`src/rtl/ffba_pkg.sv`:
```
// Shared types and constants for the first-fit block allocator.
// Depends on nothing.
package ffba_pkg;

    localparam int unsigned OFF_W  = 20;
    localparam int unsigned SIZE_W = 21;
    localparam int unsigned ST_W   = 3;

    localparam logic [ST_W-1:0] ST_GRANTED  = 3'd0;
    localparam logic [ST_W-1:0] ST_ZERO     = 3'd1;
    localparam logic [ST_W-1:0] ST_NOFIT    = 3'd2;
    localparam logic [ST_W-1:0] ST_RELEASED = 3'd3;
    localparam logic [ST_W-1:0] ST_BADREL   = 3'd4;

    localparam logic CMD_ALLOC   = 1'b0;
    localparam logic CMD_RELEASE = 1'b1;

    // One table entry as it moves along the cell row.
    typedef struct packed {
        logic              used;
        logic              free;
        logic [OFF_W-1:0]  start;
        logic [SIZE_W-1:0] size;
    } t_entry;

    typedef enum logic [1:0] {
        S_IDLE,
        S_SCAN,
        S_MERGE,
        S_DONE
    } t_state;

endpackage

```
`src/rtl/ffba_cell.sv`:
```
// One storage cell of the block table: holds one entry.
// Depends on ffba_pkg.
module ffba_cell (
    input  logic            i_clk,
    input  logic            i_rst_n,
    input  logic            i_rst_val,  // when set, reset loads the used free arena block; else the cell clears
    input  ffba_pkg::t_entry i_init,
    input  logic            i_load,
    input  ffba_pkg::t_entry i_d,
    output ffba_pkg::t_entry o_q
);
    ffba_pkg::t_entry r_q;

    always_ff @(posedge i_clk) begin
        if (!i_rst_n) begin
            r_q <= i_rst_val ? i_init : '0;
        end else if (i_load) begin
            r_q <= i_d;
        end
    end

    assign o_q = r_q;
endmodule

```
`config.mk`:
```
export PLATFORM = sky130hd
export DESIGN_NAME = ffba_cell
export DESIGN_NICKNAME = d
export VERILOG_FILES = /design/src/rtl/ffba_pkg.sv /design/src/rtl/ffba_cell.sv
export SDC_FILE = /design/constraint.sdc
export NUM_CORES = 1
export LEC_CHECK = 0
export BUFFER_PORTS_ARGS = -buffer_cell sky130_fd_sc_hd__clkbuf_2
export CAP_MARGIN = 20
export CORE_ASPECT_RATIO = 2
export CORE_UTILIZATION = 40
export CTS_CLUSTER_SIZE = 12
export DETAILED_ROUTE_END_ITERATION = 8
export PLACE_DENSITY = 0.77
export RECOVER_POWER = 25
export SLEW_MARGIN = 20
export SYNTH_ARGS = -nofsm -noshare
export SYNTH_HDL_FRONTEND = slang
export SYNTH_SLANG_ARGS = --single-unit
export TNS_END_PERCENT = 10
```
`constraint.sdc`:
```
create_clock -name i_clk -period 2.5 [get_ports i_clk]
set_clock_uncertainty 0.05 [all_clocks]
set_input_delay 0.25 -clock i_clk [delete_from_list [all_inputs] [get_ports i_clk]]
set_output_delay 0.25 -clock i_clk [all_outputs]
set_load 0.05 [all_outputs]
```
# Word level (Yosys, flattened, before mapping)
# Index checks and enable logic that the tools add are counted.
[op_classes] eq_ne=1 mux=3
[op_table] operator="$mux W43" n=3
[op_table] operator="$ne A2 B1 Y1 const B" n=1
[word_totals] ff_bits=43 input_bits=90 out_inout_bits=43 elab_cells=8

# Logic depth before layout (Yosys ltp)
# Gate-level depths: netlist of the first run.
[depth] ltp_word=2 ltp_mapped=5 mapped_depth_nobuf=2

# Worst setup path before layout of the first run
# OpenSTA, ideal clock, no wires.
[synth_path] kind="input -> register" startpoint="input port i_rst_n" endpoint="register r_q, in the netlist o_q[0] (enable)" setup_ns=0.407 arrival_time_ns=1.372 required_ns=2.043 setup_slack_ns=0.671 path_stages=2 path_buffers=1 cell_sequence="buf_6 -> nand2b_1"
[synth_between] elab_chain_cells=1
[synth_rtl] element="start, declared" line="ffba_cell.sv:5" source="input logic i_rst_n,"
[synth_rtl] element="$ne A2 B1 Y1 (no line)"
[synth_rtl] element="end signal, assigned" line="ffba_cell.sv:16" source="r_q <= i_rst_val ? i_init : '0;"
[synth_rtl] element="end signal, assigned" line="ffba_cell.sv:18" source="r_q <= i_d;"
[synth_rtl] element="end, declared" line="ffba_cell.sv:12" source="ffba_pkg::t_entry r_q;"
# Every way passes these cells.
# A chain may end at the register's enable or synchronous reset.

# Worst setup path after layout of the first run
[layout_path] startpoint="input port i_rst_n" endpoint="register r_q, in the netlist o_q[14] (data pin)"
[layout_between] elab_chain_cells=1
[layout_rtl] element="$mux W43" line="ffba_cell.sv:15" source="if (!i_rst_n) begin"
# Every way passes these cells.

==> results of run 1 <==
## placed cells by master, fill, tap and decap left out, drive strengths merged
master / netlist / layout
nand2: 2 / 2
clkbuf: 3 / 138
edfxtp: 43 / 43
buf: 7 / 3
a22o: 42 / 42
o21ai: 1 / 1
nor2b: 1 / 1
nand2b: 1 / 1
## metal layers
metal  global-route usage, %  up-vias
met5                       0        -
met4                    13.0        0
met3                    3.63       12
met2                    36.7       83
met1                    17.4      647
li1                        -      680
## power by group through the flow
stage	clock [uW]	sequential [uW]	combinational, uW
finish	387	902	508
global route	421	910	531
CTS	395	904	512
detailed placement	0	920	511
global placement	0	917	509
floorplan	0	1200	83.0
## final timing paths
check                 startpoint  slack [ns]       to  depth (start not counted)
worst min-delay path   i_init[9]        0.21   o_q[9]                          2
worst max-delay path     i_rst_n        0.84  o_q[14]                          4
## cell families (layout without fill, tap and decap cells)
logic type	count (synthesis)	count (layout)	synth area share (%)
compound gates	43	43	21.1
buf+inv	10	141	4.73
flops	43	43	72.9
simple gates	4	4	1.27
## area by class of cell
| cell class | count | area share [%] |
|---|---|---|
| flip-flops and latches | 43 | 51.3 |
| repair buffers | 135 | 27.6 |
| multi-input cells | 47 | 15.7 |
| clock buffers | 6 | 2.88 |
| well taps | 52 | 2.58 |
## critical path, stage by stage
cell	delay (ns)
sky130_fd_sc_hd__clkbuf_1	0.67
sky130_fd_sc_hd__nor2b_1	0.17
sky130_fd_sc_hd__buf_4	0.31
sky130_fd_sc_hd__a22o_1	0.23
## per-stage QoR
step | cell area [sq um] | total power [uW] | cells | util (%) | hold WS (ns)
after detailed placement | 2450 | 1430 | 277 | 58.7 | 0.491
after CTS | 2520 | 1810 | 283 | 60.5 | 0.197
after global routing | 2520 | 1860 | 283 | 60.4 | 0.193
after floorplan | 1770 | 1280 | 100 | - | 0.387
final | 2520 | 1800 | 283 | 60.4 | 0.205
after global placement | 2450 | 1430 | 277 | 58.7 | 0.488
==> parameters.txt, run 1 <==
Parameter                              Value

Power and ir drop
  Cell-internal power    around 1200 uW
  Portion of total power attributed to combinational logic    28.3%
  PD cells    714 nW/um^2
  Clk network pwr share    21.5%
  Leak pwr    0.00122 uW
  Sw Share    32.8%
  Worst-case vdd ir drop    0.000329 V
  Psw    between 500 and 600 uW
  Part of the power in registers    50.2%

STA
  Worst-margin pin slew    0.928 ns
  Pins Over Slew Limit    0
  Final worst-path cycle share    66.6%
  Hold Fails Final Rpt    0
  Setup TNS    0 ns
  Achievable frequency    601 MHz
  Max transition margin    38.1%
  Fin crit period    1.66 ns
  RSZ-0062 raised after global routing    no
  Endpoints failing setup    0
  Final WS setup    0.836 ns

Synth
  Flops & latches, synth    between 40 and 50
  Number of nets produced by synthesis    190
  Synth Instances    100
  Area fraction of the dominant cell type after synthesis    about 73%
  Post-synth EDFFs    43
  Average size of a mapped cell    between 15 and 20 sq um
  Unique masters post-synth    9
  Cell area after synthesis    roughly 1800 sq um
  Leading post-synthesis cells by cell area    sky130_fd_sc_hd__edfxtp_1, sky130_fd_sc_hd__a22o_1, sky130_fd_sc_hd__buf_6
  Top FF cell, synth    sky130_fd_sc_hd__edfxtp_1
  Cell type with the highest aggregate area in the netlist    sky130_fd_sc_hd__edfxtp_1
  Synth async-reset ratio    0%
  Count leader, synth    sky130_fd_sc_hd__edfxtp_1
  Yosys synthesis warning count    0
  Register area share after synthesis    between 70% and 80%
  Leading cell types by count after synthesis    sky130_fd_sc_hd__edfxtp_1, sky130_fd_sc_hd__a22o_1, sky130_fd_sc_hd__buf_6

Global routing
  Antenna violations before repair    0
  Wire length of the first global-routing pass    6470 um
  Overall global routing resource usage    19.0%
  Vias in the first global route    1400
  Overall overflow remaining after global route    0
  Maximum number of pins on one net before global-route repair    44

Clock network
  Clock sink count    43
  CTS tree    yes
  Root Driver    sky130_fd_sc_hd__clkbuf_8
  Max Buffers Root-to-Sink    2
  Hold-fix buffer count after cts    0
  Number of levels the H-tree was split into    2
  Post-CTS clock slew at the launch and capture registers of the worst setup and hold paths    0.07 ns
  Count of buffers added by post-CTS timing repair for setup    0
  Number of clock buffers inserted by TritonCTS    5
  Number of gates given a new drive strength after cts    0

Worst setup path
  Category of the worst setup path launch point    input pin
  Arrival @ worst endpoint    1.65 ns
  Maximum fanout along the worst path    40
  Type of the worst setup path    input pin to flip-flop
  Required time of the worst setup path    around 2.5 ns
  Capturing element type of the critical path    flip-flop

Placed design
  GPL Wtd Cong    0.787
  HPWL reported at the end of detailed placement    3400 um
  IO Port Bufs    ~130
  Minimum setup slack after placement    0.915 ns

Final layout
  Area added between synthesis and finish    42.3%
  Proportion of layout cells with a drive suffix above 1    60.6%
  Max FFs per register    43
  Filler cell count    approximately 380
  Antenna cell count    0
  Flip-flop and latch area    1290 sq um
  Nets    322
  Area taken by multi-input logic gates    395 sq um

Floorplan
  Initial Utilization    a little over two fifths
  Horizontal extent of the die    roughly 49 um
  Area of the die    roughly 4700 sq um
  Total I/O pin count    133
  Core area    about 4200 sq um
  Row count    33
  DIE HEIGHT    96.1 um

Detailed routing
  Wire length on met1    between 1000 and 1500 um
  DRC viols    0
  Via count    ~1400
  Total Routed Length    4350 um
  Residual antenna-violating net count after detailed routing    0
  Post-DR wirelength/cell    approximately 15 um
  First drt pass iteration count    4
  Initial detailed-routing violation count    11
  Via density    5.02
  Met3 wire len    301 um
  Detailed route wirelength on metal2    between 2000 and 3000 um
  Highest Signal Layer    met4

Job
  Maxcap violations    0

Status
  Result of the run    finished clean

Worst hold path
  Min-Delay Path Class    input pin to flip-flop
Note: power is estimated with default switching activity, not from simulation.
==> run 2: changes to the inputs <==
--- a/config.mk
+++ b/config.mk
@@ -5,13 +5,14 @@
 export SDC_FILE = /design/constraint.sdc
 export NUM_CORES = 1
 export LEC_CHECK = 0
+export ABC_AREA = 1
 export BUFFER_PORTS_ARGS = -buffer_cell sky130_fd_sc_hd__clkbuf_2
 export CAP_MARGIN = 20
 export CORE_ASPECT_RATIO = 2
-export CORE_UTILIZATION = 40
+export CORE_UTILIZATION = 39
 export CTS_CLUSTER_SIZE = 12
 export DETAILED_ROUTE_END_ITERATION = 8
-export PLACE_DENSITY = 0.77
+export PLACE_DENSITY = 0.73
 export RECOVER_POWER = 25
 export SLEW_MARGIN = 20
 export SYNTH_ARGS = -nofsm -noshare
==> constraint.sdc (replaced) <==
create_clock -name i_clk -period 1.5 [get_ports i_clk]
set_clock_uncertainty 0.05 [all_clocks]
set_input_delay 0.15 -clock i_clk [delete_from_list [all_inputs] [get_ports i_clk]]
set_output_delay 0.15 -clock i_clk [all_outputs]
set_load 0.05 [all_outputs]
==> run 2 against run 1 <==
  * Synthesized cell count is 88% higher
  * Clock power is 83% higher
  * Die area is 29% higher
  * Sequential share of layout area is 6.7 points lower
  * Largest cell class unchanged
==> parameters.txt, run 2 <==
Parameter                              Value

STA
  Endpoints failing setup    0
  Max transition margin    54.0%
  Achievable frequency    between 800 and 900 MHz
  RSZ-0062 raised after global routing    no
  Setup TNS    0 ns
  Final worst-path cycle share    between 70% and 80%
  Worst-margin pin slew    0.691 ns
  Hold Fails Final Rpt    0
  Final WS setup    about 0.34 ns
  Fin crit period    about 1.2 ns
  Pins Over Slew Limit    0

Worst setup path
  Capturing element type of the critical path    flip-flop
  Type of the worst setup path    input pin to flip-flop
  Category of the worst setup path launch point    input pin
  Endpoint of the most critical setup path    o_q[11]
  Maximum fanout along the worst path    12
  Required time of the worst setup path    1.41 ns
  CP startpoint    i_rst_n
  Arrival @ worst endpoint    1.06 ns

Final layout
  Most frequent standard cell in the layout excluding fill and tap cells    sky130_fd_sc_hd__clkbuf_2
  Max FFs per register    43
  Antenna cell count    0
  Proportion of layout cells with a drive suffix above 1    a little under three fifths
  Final core area utilization    53.0%
  Highest-count cells in the layout ignoring fill and taps    sky130_fd_sc_hd__clkbuf_2, sky130_fd_sc_hd__nand2_1, sky130_fd_sc_hd__edfxtp_1
  Nets    408
  Area added between synthesis and finish    29.7%
  Cell area after layout    2900 sq um

Synth
  Cell type with the highest aggregate area in the netlist    sky130_fd_sc_hd__edfxtp_1
  Flops & latches, synth    43
  Count leader, synth    sky130_fd_sc_hd__nand2_1
  Leading post-synthesis cells by cell area    sky130_fd_sc_hd__edfxtp_1, sky130_fd_sc_hd__nand3_2, sky130_fd_sc_hd__nand2_1
  Register area share after synthesis    57.8%
  Yosys synthesis warning count    0
  Synth Instances    188
  Number of nets produced by synthesis    about 280
  Average size of a mapped cell    11.9 sq um
  Area fraction of the dominant cell type after synthesis    between 50% and 60%
  Top FF cell, synth    sky130_fd_sc_hd__edfxtp_1
  Leading cell types by count after synthesis    sky130_fd_sc_hd__nand2_1, sky130_fd_sc_hd__edfxtp_1, sky130_fd_sc_hd__nand3_2
  Unique masters post-synth    10
  Post-synth EDFFs    43
  Cell area after synthesis    2240 sq um
  Synth async-reset ratio    0%

Detailed routing
  Via density    4.78
  Post-DR wirelength/cell    13.8 um
  Residual antenna-violating net count after detailed routing    0
  Initial detailed-routing violation count    just under 60
  Total Routed Length    5210 um
  DRC viols    0
  Via count    between 1500 and 2000
  First drt pass iteration count    4

Clock network
  Count of buffers added by post-CTS timing repair for setup    0
  Hold-fix buffer count after cts    0
  Number of clock buffers inserted by TritonCTS    5
  Max Buffers Root-to-Sink    2
  Root Driver    sky130_fd_sc_hd__clkbuf_8
  CTS tree    yes
  Number of levels the H-tree was split into    2
  Number of gates given a new drive strength after cts    0
  Clock sink count    43
  Post-CTS clock slew at the launch and capture registers of the worst setup and hold paths    0.08 ns

Floorplan
  Initial Utilization    40.9%
  Row count    38
  Core area    ~5500 sq um
  DIE HEIGHT    109 um
  Area of the die    slightly above 6000 sq um
  Total I/O pin count    133
  Horizontal extent of the die    55.5 um

Power and ir drop
  Worst-case vdd ir drop    0.000760 V
  Leak pwr    0.00147 uW
  Total power    between 3000 and 4000 uW
  PD cells    1080 nW/um^2

Worst hold path
  Min-Delay Path Class    input pin to flip-flop

Global routing
  Maximum number of pins on one net before global-route repair    44
  Overall global routing resource usage    17.1%
  Overall overflow remaining after global route    0
  Wire length of the first global-routing pass    7870 um
  Antenna violations before repair    0
  Vias in the first global route    ~1700

Job
  Maxcap violations    0

Status
  Result of the run    finished clean

Placed design
  Placement-stage cell area    around 2800 sq um
  HPWL reported at the end of detailed placement    3800 um
  Minimum setup slack after placement    0.167 ns
  GPL Wtd Cong    0.751
  IO Port Bufs    132
## run 2: how the worst min path moves through the flow
stage	startpoint	end	slack (ns)	depth (start not counted)
CTS	i_d[40]	o_q[40]	0.06	3
finish	i_d[40]	o_q[40]	0.07	3
global route	i_d[22]	o_q[22]	0.07	3
floorplan	i_d[40]	o_q[40]	0.28	2
detailed placement	i_d[40]	o_q[40]	0.37	3
global placement	i_d[25]	o_q[25]	0.37	3
## run 2: critical path, stage by stage
cell and delay [ns]:
sky130_fd_sc_hd__clkbuf_1 0.29, sky130_fd_sc_hd__inv_12 0.02, sky130_fd_sc_hd__or2_2 0.28, sky130_fd_sc_hd__clkbuf_1 0.32
## run 2: kinds of logic (layout without fill, tap and decap cells)
kind of cell | after synthesis | in the layout | synth area share [%]
buffers and inverters | 15 | 146 | 8.95
AND/OR/NAND/NOR | 130 | 130 | 33.3
flip-flops | 43 | 43 | 57.8
## run 2: cell type report
class | instances | area [sq um]
Tap cell | 60 | 75.1
Timing Repair Buffer | 137 | 693
Multi-Input combinational cell | 130 | 744
Inverter | 1 | 16.3
Fill cell | 531 | 2570
Sequential cell | 43 | 1290
Clock inverter | 2 | 7.51
Clock buffer | 6 | 72.6
## run 2: metrics by stage
step	std cells	hold slack, ns
finish	379	0.0707
global route	379	0.0668
CTS	379	0.0572
detailed placement	371	0.369
global placement	371	0.370
floorplan	188	0.282
## run 2: report_power, final
part           total, uW  switching [uW]  internal (uW)
sequential          1500            32.4           1470
combinational        913             690            223
clock                709             391            318
## run 2: metal layers
layer	part of all wire [%]	global-route usage, %	up-vias
met3	5.8	4.51	16
met1	33	16.4	821
met5	0	0	-
met2	58	32.4	81
met4	3.5	9.11	0
li1	-	-	894
==> run 3: changes to the inputs <==
--- a/config.mk
+++ b/config.mk
@@ -9,10 +9,10 @@
 export BUFFER_PORTS_ARGS = -buffer_cell sky130_fd_sc_hd__clkbuf_2
 export CAP_MARGIN = 20
 export CORE_ASPECT_RATIO = 2
-export CORE_UTILIZATION = 39
+export CORE_UTILIZATION = 43
 export CTS_CLUSTER_SIZE = 12
 export DETAILED_ROUTE_END_ITERATION = 8
-export PLACE_DENSITY = 0.73
+export PLACE_DENSITY = 0.76
 export RECOVER_POWER = 25
 export SLEW_MARGIN = 20
 export SYNTH_ARGS = -nofsm -noshare
==> constraint.sdc (replaced) <==
create_clock -name i_clk -period 1.1 [get_ports i_clk]
set_clock_uncertainty 0.05 [all_clocks]
set_input_delay 0.11 -clock i_clk [delete_from_list [all_inputs] [get_ports i_clk]]
set_output_delay 0.11 -clock i_clk [all_outputs]
set_load 0.05 [all_outputs]
==> run 3 against run 2 <==
  * Worst hold slack lost 0.044 ns
  * First-iteration DRC count is 39% lower
  * Utilization grew 5.0 points
  * Clock-buffer cell count is the same
  * Global-route usage rose by 2.0 points
  * Critical path type is now flip-flop to output pin
  * Die area decreased by 9.1%
  * Routed wire length fell by 4.6%
==> parameters.txt, run 3 (synthesized netlist as in run 2, its figures left out) <==
Parameter                              Value

Detailed routing
  Met3 wire len    305 um
  Initial detailed-routing violation count    36
  First drt pass iteration count    4
  Wire length on met1    1640 um
  Highest Signal Layer    met4
  Residual antenna-violating net count after detailed routing    0
  DRC viols    0
  Via density    4.78
  Via count    1786
  Total Routed Length    just under 5000 um
  Detailed route wirelength on metal2    between 2000 and 3000 um
  Post-DR wirelength/cell    ~13 um

STA
  Fin Hold WS    0.0269 ns
  Achievable frequency    between 900 and 1000 MHz
  Hold Fails Final Rpt    0
  Fin crit period    1.08 ns
  Final WS setup    0.0248 ns
  Endpoints failing setup    0
  Final worst-path cycle share    97.7%
  RSZ-0062 raised after global routing    no
  Setup TNS    0 ns
  Worst-margin pin slew    0.598 ns
  Pins Over Slew Limit    0
  Max transition margin    60.1%

Placed design
  GPL Wtd Cong    around 0.8
  HPWL reported at the end of detailed placement    roughly 3600 um
  IO Port Bufs    132
  Minimum setup slack after placement    -0.189 ns
  DP Cell Count    366

Clock network
  Post-CTS clock slew at the launch and capture registers of the worst setup and hold paths    0.09 ns
  Count of buffers added by post-CTS timing repair for setup    0
  Hold-fix buffer count after cts    0
  Clock sink count    43
  Root Driver    sky130_fd_sc_hd__clkbuf_8
  Max Buffers Root-to-Sink    2
  CTS tree    yes
  Number of clock buffers inserted by TritonCTS    5
  Number of levels the H-tree was split into    2

Global routing
  Antenna violations before repair    0
  Wire length of the first global-routing pass    7660 um
  Vias in the first global route    roughly 1800
  Overall global routing resource usage    19.1%
  Maximum number of pins on one net before global-route repair    44
  Overall overflow remaining after global route    0

Final layout
  Max FFs per register    between 40 and 50
  Filler cell count    485
  Nets    406
  Flip-flop and latch area    1290 sq um
  Area added between synthesis and finish    28.7%
  Highest-count cells in the layout ignoring fill and taps    sky130_fd_sc_hd__clkbuf_2, sky130_fd_sc_hd__nand2_1, sky130_fd_sc_hd__edfxtp_1
  Final standard cell count with taps included and fillers excluded    374
  Proportion of layout cells with a drive suffix above 1    52.7%
  Antenna cell count    0
  Most frequent standard cell in the layout excluding fill and tap cells    sky130_fd_sc_hd__clkbuf_2
  Area taken by multi-input logic gates    667 sq um
  Final core area utilization    about three fifths

Floorplan
  Initial Utilization    45.1%
  Area of the die    5510 sq um
  Row count    36
  Core area    4950 sq um
  DIE HEIGHT    104 um
  Horizontal extent of the die    about 53 um
  Total I/O pin count    around 130

Worst setup path
  Type of the worst setup path    flip-flop to output pin
  Required time of the worst setup path    0.94 ns
  Cell type of the slowest stage on the worst timing path    sky130_fd_sc_hd__edfxtp_1
  CP startpoint    o_q[4]
  Maximum fanout along the worst path    1
  Delay-heaviest family, CP    flip-flops
  Ordered list of cells on the worst path    clkbuf_2
  Category of the worst setup path launch point    flip-flop
  Number of stages on the worst setup path    1
  Capturing element type of the critical path    output pin
  Arrival @ worst endpoint    approximately 0.92 ns
  Slowest Stage Delay on Critical Path    approximately 0.37 ns
  Combined buffer and inverter count along the critical path    1

Job
  Maxcap violations    0

Power and ir drop
  Leak pwr    0.00148 uW
  PD cells    1640 nW/um^2
  Worst-case vdd ir drop    0.00147 V

Status
  Result of the run    finished clean

Worst hold path
  Min-Delay Path Class    input pin to flip-flop
  Worst hold path stage count    3
  Hold Crit Endpoint    o_q[27]
  Launch instance of the worst min-delay path    i_d[27]
-- run 3: routing by layer --
metal	GRT usage, %	vias to the layer above
met4	12.6	0
met3	4.53	20
met1	18.6	797
li1	-	892
met5	0	-
met2	33.3	77
-- run 3: worst max path at each step --
stage | end
floorplan | o_q[0]
global placement | o_q[41]
detailed placement | o_q[15]
CTS | o_q[11]
global route | o_q[14]
finish | o_q[4]
-- run 3: power by group --
| part | internal, uW | switching [uW] | leakage, uW | total (uW) |
|---|---|---|---|---|
| Sequential | 2000 | 39.4 | 0.000449 | 2040 |
| Clock | 908 | 532 | 0.0000654 | 1440 |
| Combinational | 310 | 924 | 0.000966 | 1230 |
| Total | 3220 | 1500 | 0.00148 | 4720 |
-- run 3: per-stage QoR --
| stage | total power, uW | instance area, sq um |
|---|---|---|
| 2_1_floorplan | 3010 | 2250 |
| 3_3_place_gp | 3320 | 2820 |
| 3_5_place_dp | 3340 | 2820 |
| 4_1_cts | 4770 | 2960 |
| 5_1_grt | 4880 | 2880 |
| 6_report | 4720 | 2880 |
-- run 3: repair_timing --
action | 4_1_cts | 5_1_grt
gates cloned | 0 | 0
endpoints found under the setup margin | 2 | 24
gates resized for setup | 2 | 24
-- run 3: final cells by class --
class,instances,share of cell area [%]
Clock inverter,2,2.09
Timing Repair Buffer,135,24.3
Tap cell,57,2.48
Inverter,1,0.565
Clock buffer,6,2.52
Multi-Input combinational cell,130,23.2
Sequential cell,43,44.9
